==> src/rtl/hpt_pkg.sv <==
`timescale 1ns / 1ps
// ----------------------------------------------------------------------------
// hpt_pkg
// Shared types and constants for the homogeneous point transform.
// ----------------------------------------------------------------------------
package hpt_pkg;

   localparam int DW      = 64;   // register data width
   localparam int NREG    = 8;    // number of matrix registers
   localparam int AW      = 6;    // byte address width
   localparam int IDX_LSB = 3;    // registers are 8 bytes apart
   localparam int IDX_W   = 3;
   localparam int CW      = 32;   // coefficient / coordinate width
   localparam int PW      = 64;   // product width
   localparam int SW      = 66;   // sum of three products
   localparam int RW      = 67;   // row sum width
   localparam int QB      = 33;   // quotient bits kept by the divider
   localparam int ROW_LAT = 3;    // multiply, sum, shift
   localparam int DIV_LAT = QB + 2;

   localparam logic [1:0] STATUS_OK    = 2'd0;
   localparam logic [1:0] STATUS_SAT   = 2'd1;
   localparam logic [1:0] STATUS_WZERO = 2'd2;

   typedef struct packed {
      logic              mode;
      logic signed [31:0] in_x;
      logic signed [31:0] in_y;
      logic signed [31:0] in_z;
   } req_type;

   typedef struct packed {
      logic signed [31:0] out_x;
      logic signed [31:0] out_y;
      logic signed [31:0] out_z;
      logic [1:0]         status;
   } rsp_type;

   // coefficient matrix, [row][col]
   typedef logic [3:0][3:0][CW-1:0] coef_type;

   typedef struct packed {
      logic valid;
      logic vec;
   } ctl_type;

   typedef struct packed {
      logic valid;
      logic vec;
      logic wzero;
      logic wone;
   } flag_type;

endpackage

==> src/rtl/hpt_csr.sv <==
`timescale 1ns / 1ps
// ----------------------------------------------------------------------------
// hpt_csr
// Matrix register file behind the APB port; resets to identity.
// ----------------------------------------------------------------------------
module hpt_csr import hpt_pkg::*; #(
   parameter int FRAC_BITS = 16
) (
   input  logic          clock,
   input  logic          reset,
   input  logic          psel,
   input  logic          penable,
   input  logic          pwrite,
   input  logic [AW-1:0] paddr,
   input  logic [DW-1:0] pwdata,
   output logic [DW-1:0] prdata,
   output logic          pready,
   output coef_type      coef
);

   localparam logic [CW-1:0] ONE = CW'(1) << FRAC_BITS;

   logic [DW-1:0]    creg_ff [NREG];
   logic [IDX_W-1:0] idx;
   logic             wr_en;

   assign idx    = paddr[IDX_LSB +: IDX_W];
   assign wr_en  = psel && penable && pwrite;
   assign pready = 1'b1;
   assign prdata = creg_ff[idx];

   always_ff @(posedge clock) begin
      if (reset) begin
         for (int i = 0; i < NREG; i++) creg_ff[i] <= '0;
         creg_ff[0] <= {{CW{1'b0}}, ONE};
         creg_ff[2] <= {ONE, {CW{1'b0}}};
         creg_ff[5] <= {{CW{1'b0}}, ONE};
         creg_ff[7] <= {ONE, {CW{1'b0}}};
      end else if (wr_en) begin
         creg_ff[idx] <= pwdata;
      end
   end

   always_comb begin
      for (int r = 0; r < 4; r++) begin
         for (int c = 0; c < 4; c++) begin
            coef[r][c] = creg_ff[2*r + c/2][(c%2)*CW +: CW];
         end
      end
   end

endmodule

==> config.mk <==
export PLATFORM = sky130hd
export DESIGN_NAME = hpt_csr
export DESIGN_NICKNAME = d
export VERILOG_FILES = /design/src/rtl/hpt_pkg.sv /design/src/rtl/hpt_csr.sv
export SDC_FILE = /design/constraint.sdc
export NUM_CORES = 1
export LEC_CHECK = 0
export BUFFER_PORTS_ARGS = -buffer_cell sky130_fd_sc_hd__buf_4
export CAP_MARGIN = 15
export CORE_AREA = 2 2 254 256
export CTS_CLUSTER_SIZE = 30
export DETAILED_ROUTE_END_ITERATION = 7
export DIE_AREA = 0 0 256 258
export PLACE_DENSITY = 0.67
export SETUP_SLACK_MARGIN = 0.05
export SYNTH_ARGS = -nofsm -noshare
export SYNTH_HDL_FRONTEND = slang
export SYNTH_SLANG_ARGS = --single-unit
==> constraint.sdc <==
create_clock -name clock -period 15.2 [get_ports clock]
set_input_delay 0.76 -clock clock [delete_from_list [all_inputs] [get_ports clock]]
set_output_delay 0.76 -clock clock [all_outputs]
set_load 0.01 [all_outputs]
== Word level (Yosys, flattened, before mapping) ==
Memory sizes are Yosys's and may differ from the RTL's.
Index checks and enable logic that the tools add are counted.
Operators by class
  divide/modulo/power cells: 0
  reductions and logical operators: 3
  $lt $le $gt $ge: 0
  multipliers: 0
  shift operators: 0
  muxes and demuxes: 12
  add/subtract/negate cells: 0
  eq/ne operators: 0
  bitwise logic cells: 4
Operators by type and width (number)
  64-bit 2-to-1 mux: 5
  64-bit OR reduction: 1
  1-bit 2-to-1 mux: 6
  1-bit OR: 4
  3-bit 2-to-1 mux: 1
  1-bit logical AND: 2
Word-level totals
  output and inout bits: 577
  memories kept: 1
  bits of input ports: 75
  memory bits (read-only): 0
  bits in latches: 0
  bits in writable memories: 512
  logic and storage cells: 20
  flip-flop bits (word level): 0
Memory list
  creg_ff: depth 8, bits a word 64, rd ports 9, clocked after memory_dff 0, write ports 8, RTL line hpt_csr.sv:23  | logic [DW-1:0] creg_ff [NREG];

== Depth between registers and ports, before layout ==
Gate-level depths: netlist (run 1).
  word-level depth: 7
  gate-level depth with buffers: 6
  depth with buffers taken out: 2

== Worst setup path after synthesis (run 1) ==
Ideal clock, no wire load.
  path kind: input to register
  from: input paddr[3]
  to: memory creg_ff[0][0], enable pin
  arrival time: 6.174 ns
  path slack: 8.444 ns
  buffers on the path: 4
  cell stages on the path: 5
  library setup time: 0.581 ns
  data required time: 14.619 ns
  cells stage by stage: buf_6 > buf_4 > buf_2 > buf_2 > o31ai_1
RTL lines
  start, declared: RTL line hpt_csr.sv:14  | input logic [AW-1:0] paddr,
  end, declared: RTL line hpt_csr.sv:23

== Worst setup path in the final report (run 1) ==
  from: input paddr[3]
  to: output prdata[4]
Between the ends
  cells in the longest elaborated chain, start to end: 1
RTL lines
  memory 8 x 64 bit
  end, declared: RTL line hpt_csr.sv:16  | output logic [DW-1:0] prdata,
No other way between the ends.

==> run summary, run 1 <==
Die W = 256 µm
Largest net degree at the start of global routing = 241
Min-Delay Path Class = in2reg
Gr usage total = 24.7%
Synth-to-Final Area Change = 30.0%
# setup viols final = 0
Worst-case hold slack = 0.462 ns
Clk buf depth = 3
Inst Count DP = 2899
Critical Path End = prdata[4]
Post-DP HPWL = 54500 µm
Worst vdd ir = 0.0000764 V
Die Ht = 258 µm
Final-report max-slew violation count = 0
Final Instance Count excl. Fillers = 2995
Max-Slew Margin vs Limit = 17.5%
Max Cap Viol = 0
Register area share after synthesis = 65.0%
Number of global-route vias before repair = 17500
Root buf cell = clkbuf_16
NumNets Final = 2173
Syn nets = 1623
TNS Setup = 0 ns
Maximum fanout along the worst path = 89
Core Region = 63600 µm²
Slowest-stage cell, CP = buf_4
IO Count = 652
DIE AREA = 66000 µm²
Fillers = 5527
Distinct cells, synth = 25
Utilization after layout = 48.3%
Final Hold Viols = 0
Initial core utilization = 37.2%
Mean cell area of the mapped netlist = 15.3 µm²
First-pass GRT wire length = 122000 µm
CTS Sinks = 512
Leading cell type in the layout, fill and taps excluded = buf_4
CP Data Required Time = 14.44 ns
Most frequent cells in the layout = buf_4, edfxtp_1, nor4_1, nor3_1, mux4_1
Worst Tran Pin Value = 1.24 ns
P_leak = 11.0 nW
Crit Path Class = in2out
Htree depth = 2
Port-buffer cells = 647
Largest regs = creg_ff x512
FF+latch count, synth = 512
Rows = 93
Drt total wl = 84600 µm
Resized cells post-CTS = 0
Post-CTS Setup Inserts = 0
Worst path max stage delay = 0.77 ns
CTS tree = done
Synth Warn # = 0
Predominant post-synthesis flop cell = edfxtp_1
Largest register FFs = 512
F_max = 208 MHz
Asr flop ratio synth = 0%
Routability cong. = 0.918
Remaining DRCs = 0
Worst EP arrival = 4.05 ns
Clock transition at path regs = 0.06 ns
Worst Setup End Kind = output pin
Post-cts hold buffer count = 0
DR vias = 17500
Most common cell on crit path = buf_4
Total grt overflow = 0
Starting DRT DRC Count = 1970
Final cycle utilization of the critical path = 31.6%
DR WL/cell = 28.2 µm
Drt pass-1 iters = 5
Beginning of the critical path = paddr[3]
CTS Buf Count = 52
Final ANT Viol Nets = 0
Status = complete, no violations
Syn Inst Count = 1548
Syn Std Cell Area = 23700 µm²
Biggest register = creg_ff
Avg Vias per Cell = 5.85
Clock period minus final worst setup slack = 4.81 ns
RSZ-0062 raised after global routing = no
CP cell instances = buf_8, buf_4, buf_4, mux4_1, mux2_2, buf_4
Power density cells = 111 nW/µm²
Layout cells sized above 1 = 41.0%
Post-synth EDFFs = 512
CP Launch Type = primary input
Initial antenna violation count = 2
==> cell usage after synthesis (2+ instances only) <==
cell type	number	area (µm²)
buf_1	18	67.6
buf_2	55	275
buf_4	2	15.0
buf_6	12	135
buf_8	2	30.0
clkbuf_1	97	364
edfxtp_1	512	15400
inv_1	64	240
mux2_2	64	721
mux4_1	80	2100
mux4_2	48	1080
nand2_1	65	244
nand2b_1	2	12.5
nor3_1	253	1270
nor4_1	255	1600
o31ai_1	8	60.1
or4_1	3	22.5
==> area by class of cell <==
type                       instances  area [µm²]  area share [%]
antenna                            1        2.50         0.00814
clock buffer                      61        1360            4.41
clock inverter                    34         268           0.871
inverter                          66         249           0.810
multi-input combinational        784        7280            23.7
sequential                       512       15400            50.0
tap                              855        1070            3.48
timing repair buffer             682        5160            16.8
==> where the power goes <==
part	total, mW	leakage [nW]	internal, mW	switching [mW]
clock	1.25	0.787	0.703	0.543
sequential	1.69	4.87	1.63	0.0559
combinational	0.492	5.36	0.214	0.277
==> kinds of logic (layout without fill, tap and decap cells) <==
kind of cell | after synthesis | after routing | synth area share, %
DFF | 512 | 512 | 65.0
other | 1 | 2 | 0.0159
muxes | 192 | 192 | 16.5
and+or+nand+nor | 582 | 582 | 13.4
buffers and inverters | 252 | 843 | 4.80
AOI/OAI and AO/OA | 9 | 9 | 0.275
==> worst min path at each step <==
| stage | startpoint | end | slack, ns | depth (start not counted) |
|---|---|---|---|---|
| 2_1_floorplan | pwdata[48] | creg_ff[7][48] | 0.94 | 1 |
| 3_3_place_gp | pwdata[48] | creg_ff[7][48] | 1.05 | 2 |
| 3_5_place_dp | pwdata[48] | creg_ff[7][48] | 1.06 | 2 |
| 4_1_cts | pwdata[48] | creg_ff[7][48] | 0.43 | 2 |
| 5_1_grt | pwdata[48] | creg_ff[7][48] | 0.45 | 2 |
| 6_report | pwdata[48] | creg_ff[7][48] | 0.46 | 2 |
==> critical path: cells and delay by family <==
kind	cells	cell delay (ns)
mux	2	1.00
buf+inv	4	2.15
==> per-stage QoR <==
step                area [µm²]  total power [mW]  worst slack (ns)
global placement         29100              2.20             10.31
detailed placement       29100              2.21             10.27
CTS                      30800              3.44             10.46
finish                   30800              3.43             10.39
floorplan                23700              1.94              8.44
global route             30800              3.52             10.23
==> layer usage <==
| layer | up-vias | global-route usage [%] | share of wire (%) |
|---|---|---|---|
| met4 | 2 | 9.54 | 3.8 |
| met3 | 180 | 4.46 | 8.1 |
| met2 | 1085 | 42.1 | 50 |
| met5 | - | 0 | 0.0095 |
| met1 | 8814 | 31.4 | 38 |
| li1 | 7447 | - | - |
Power figures use the tool's default switching activity.
==> run 2, diff against run 1 <==
--- a/config.mk
+++ b/config.mk
@@ -11,7 +11,7 @@
 export CTS_CLUSTER_SIZE = 30
 export DETAILED_ROUTE_END_ITERATION = 7
 export DIE_AREA = 0 0 256 258
-export PLACE_DENSITY = 0.67
+export PLACE_DENSITY = 0.7
 export SETUP_SLACK_MARGIN = 0.05
 export SYNTH_ARGS = -nofsm -noshare
 export SYNTH_HDL_FRONTEND = slang
==> constraint.sdc (replaced) <==
create_clock -name clock -period 4 [get_ports clock]
set_input_delay 0.2 -clock clock [delete_from_list [all_inputs] [get_ports clock]]
set_output_delay 0.2 -clock clock [all_outputs]
set_load 0.01 [all_outputs]
==> run summary, run 2 (same netlist as run 1, synthesis figures left out) <==
Status = complete, no violations (unchanged)
Initial antenna violation count = 2 (unchanged)
Maximum fanout along the worst path = 108 (was 89)
Clock transition at path regs = 0.06 ns (about the same)
Post-CTS Setup Inserts = 0 (unchanged)
Clk buf depth = 3 (unchanged)
P_leak = 11.3 nW (was 11.0 nW)
Drt pass-1 iters = 5 (unchanged)
Cell Area, Placed = 29300 µm² (was 29100 µm²)
IO Count = 652 (unchanged)
Final cycle utilization of the critical path = 68.4%
CP Launch Type = primary input (unchanged)
CTS Buf Count = 53 (was 52)
Largest regs = creg_ff x512 (unchanged)
Die W = 256 µm (unchanged)
Design area = 31400 µm² (was 30800 µm²)
Synth-to-Final Area Change = 32.6% (was 30.0%)
Slowest-stage cell, CP = mux4_1 (was buf_4)
Htree depth = 2 (unchanged)
Total grt overflow = 0 (unchanged)
N_diodes = 0 (was 1)
Biggest register = creg_ff (unchanged)
Gr usage total = 24.6% (was 24.7%)
DR vias = 17900 (was 17500)
Worst EP arrival = 2.54 ns (was 4.05 ns)
Max Cap Viol = 0 (unchanged)
Min-Delay Path Class = in2reg (unchanged)
Inst Count DP = 2902 (was 2899)
Leading cell type in the layout, fill and taps excluded = buf_4 (unchanged)
Largest net degree at the start of global routing = 187 (was 241)
Most common cell on crit path = buf_4 (unchanged)
Die Ht = 258 µm (unchanged)
NumNets Final = 2209 (was 2173)
Number of global-route vias before repair = 17800 (was 17500)
DIE AREA = 66000 µm² (unchanged)
F_max = 366 MHz
Power density cells = 428 nW/µm² (was 111 nW/µm²)
Final Instance Count excl. Fillers = 3030 (was 2995)
Worst path max stage delay = 0.60 ns (was 0.77 ns)
Avg Vias per Cell = 5.92 (was 5.85)
CTS tree = done (unchanged)
# setup viols final = 0 (unchanged)
Final Hold Viols = 0 (unchanged)
Total power draw = 13.4 mW (was 3.43 mW)
Worst Tran Pin Value = 1.10 ns (was 1.24 ns)
Worst Setup End Kind = output pin (unchanged)
DR WL/cell = 27.8 µm (was 28.2 µm)
Rows = 93 (unchanged)
Drt total wl = 84300 µm (was 84600 µm)
Layout cells sized above 1 = 40.9% (was 41.0%)
Crit Path Class = in2out (unchanged)
Final-report max-slew violation count = 0 (unchanged)
CP cell instances = buf_8, buf_4, mux4_1, mux2_2, buf_4 (was buf_8, buf_4, buf_4, mux4_1, mux2_2, buf_4)
Fillers = 5364 (was 5527)
Clock period minus final worst setup slack = 2.74 ns
CP Data Required Time = 3.80 ns (was 14.44 ns)
Root buf cell = clkbuf_16 (unchanged)
CTS Sinks = 512 (unchanged)
Core Region = 63600 µm² (unchanged)
Post-DP HPWL = 52700 µm (was 54500 µm)
Most frequent cells in the layout = buf_4, edfxtp_1, nor4_1, nor3_1, mux4_1 (unchanged)
Max-Slew Margin vs Limit = 26.6% (was 17.5%)
Starting DRT DRC Count = 1900 (was 1970)
Final ANT Viol Nets = 0 (unchanged)
TNS Setup = 0 ns (unchanged)
Routability cong. = 0.909 (was 0.918)
Port-buffer cells = 647 (unchanged)
Largest register FFs = 512 (unchanged)
Remaining DRCs = 0 (unchanged)
Initial core utilization = 37.2% (unchanged)
RSZ-0062 raised after global routing = no (unchanged)
Worst vdd ir = 0.000305 V (was 0.0000764 V)
First-pass GRT wire length = 122000 µm (about the same)
Resized cells post-CTS = 0 (unchanged)
-- run 2: cell count changes in the layout (fill, tap and decap cells not counted), sizes merged --
cell,change
buf,+3
bufinv,+4
clkbuf,+1
clkinv,-4
diode,-1
dlygate4sd3,+32
-- run 2: path summary, 6_finish.rpt --
kind	end	slack (ns)	cells after the start	from
hold / removal	creg_ff[5][37]	0.02	3	pwdata[37]
setup / recovery	prdata[59]	1.26	5	paddr[3]
-- run 2: repair_timing --
item / CTS / global route
hold buffers: 32 / 0
setup endpoints to repair: 0 / 0
hold endpoints to repair: 76 / 0
-- run 2: where the power goes --
group / internal [mW] / switching [mW]
Clock: 3.01 / 2.09
Combinational: 0.851 / 1.06
Sequential: 6.20 / 0.211
-- run 2: metrics by stage --
step                      setup slack [ns]  hold slack, ns  util [%]
after floorplan                     -0.229           0.382         -
after global placement               0.867           0.496      46.0
after detailed placement             0.784           0.503      46.0
after CTS                             1.29         0.00353      49.3
after global routing                  1.12          0.0117      49.3
final                                 1.26          0.0188      49.3
-- run 2: critical path, delay by kind of cell --
kind | cells | cell delay (ns)
buffers and inverters | 3 | 1.23
multiplexers | 2 | 0.92
-- run 2: layout make-up --
class | instances | area, µm² | area share [%]
timing repair buffer | 717 | 5620 | 17.9
inverter | 66 | 250 | 0.798
sequential | 512 | 15400 | 49.0
multi-input combinational | 784 | 7280 | 23.2
clock buffer | 62 | 1400 | 4.47
clock inverter | 34 | 373 | 1.19
tap | 855 | 1070 | 3.41
-- run 2: per-layer routing --
layer  share of wire (%)  global-route usage (%)
met1                  36                    30.8
met3                 9.3                    5.14
met2                  50                    41.7
met4                 4.0                    10.2
met5               0.030                       0
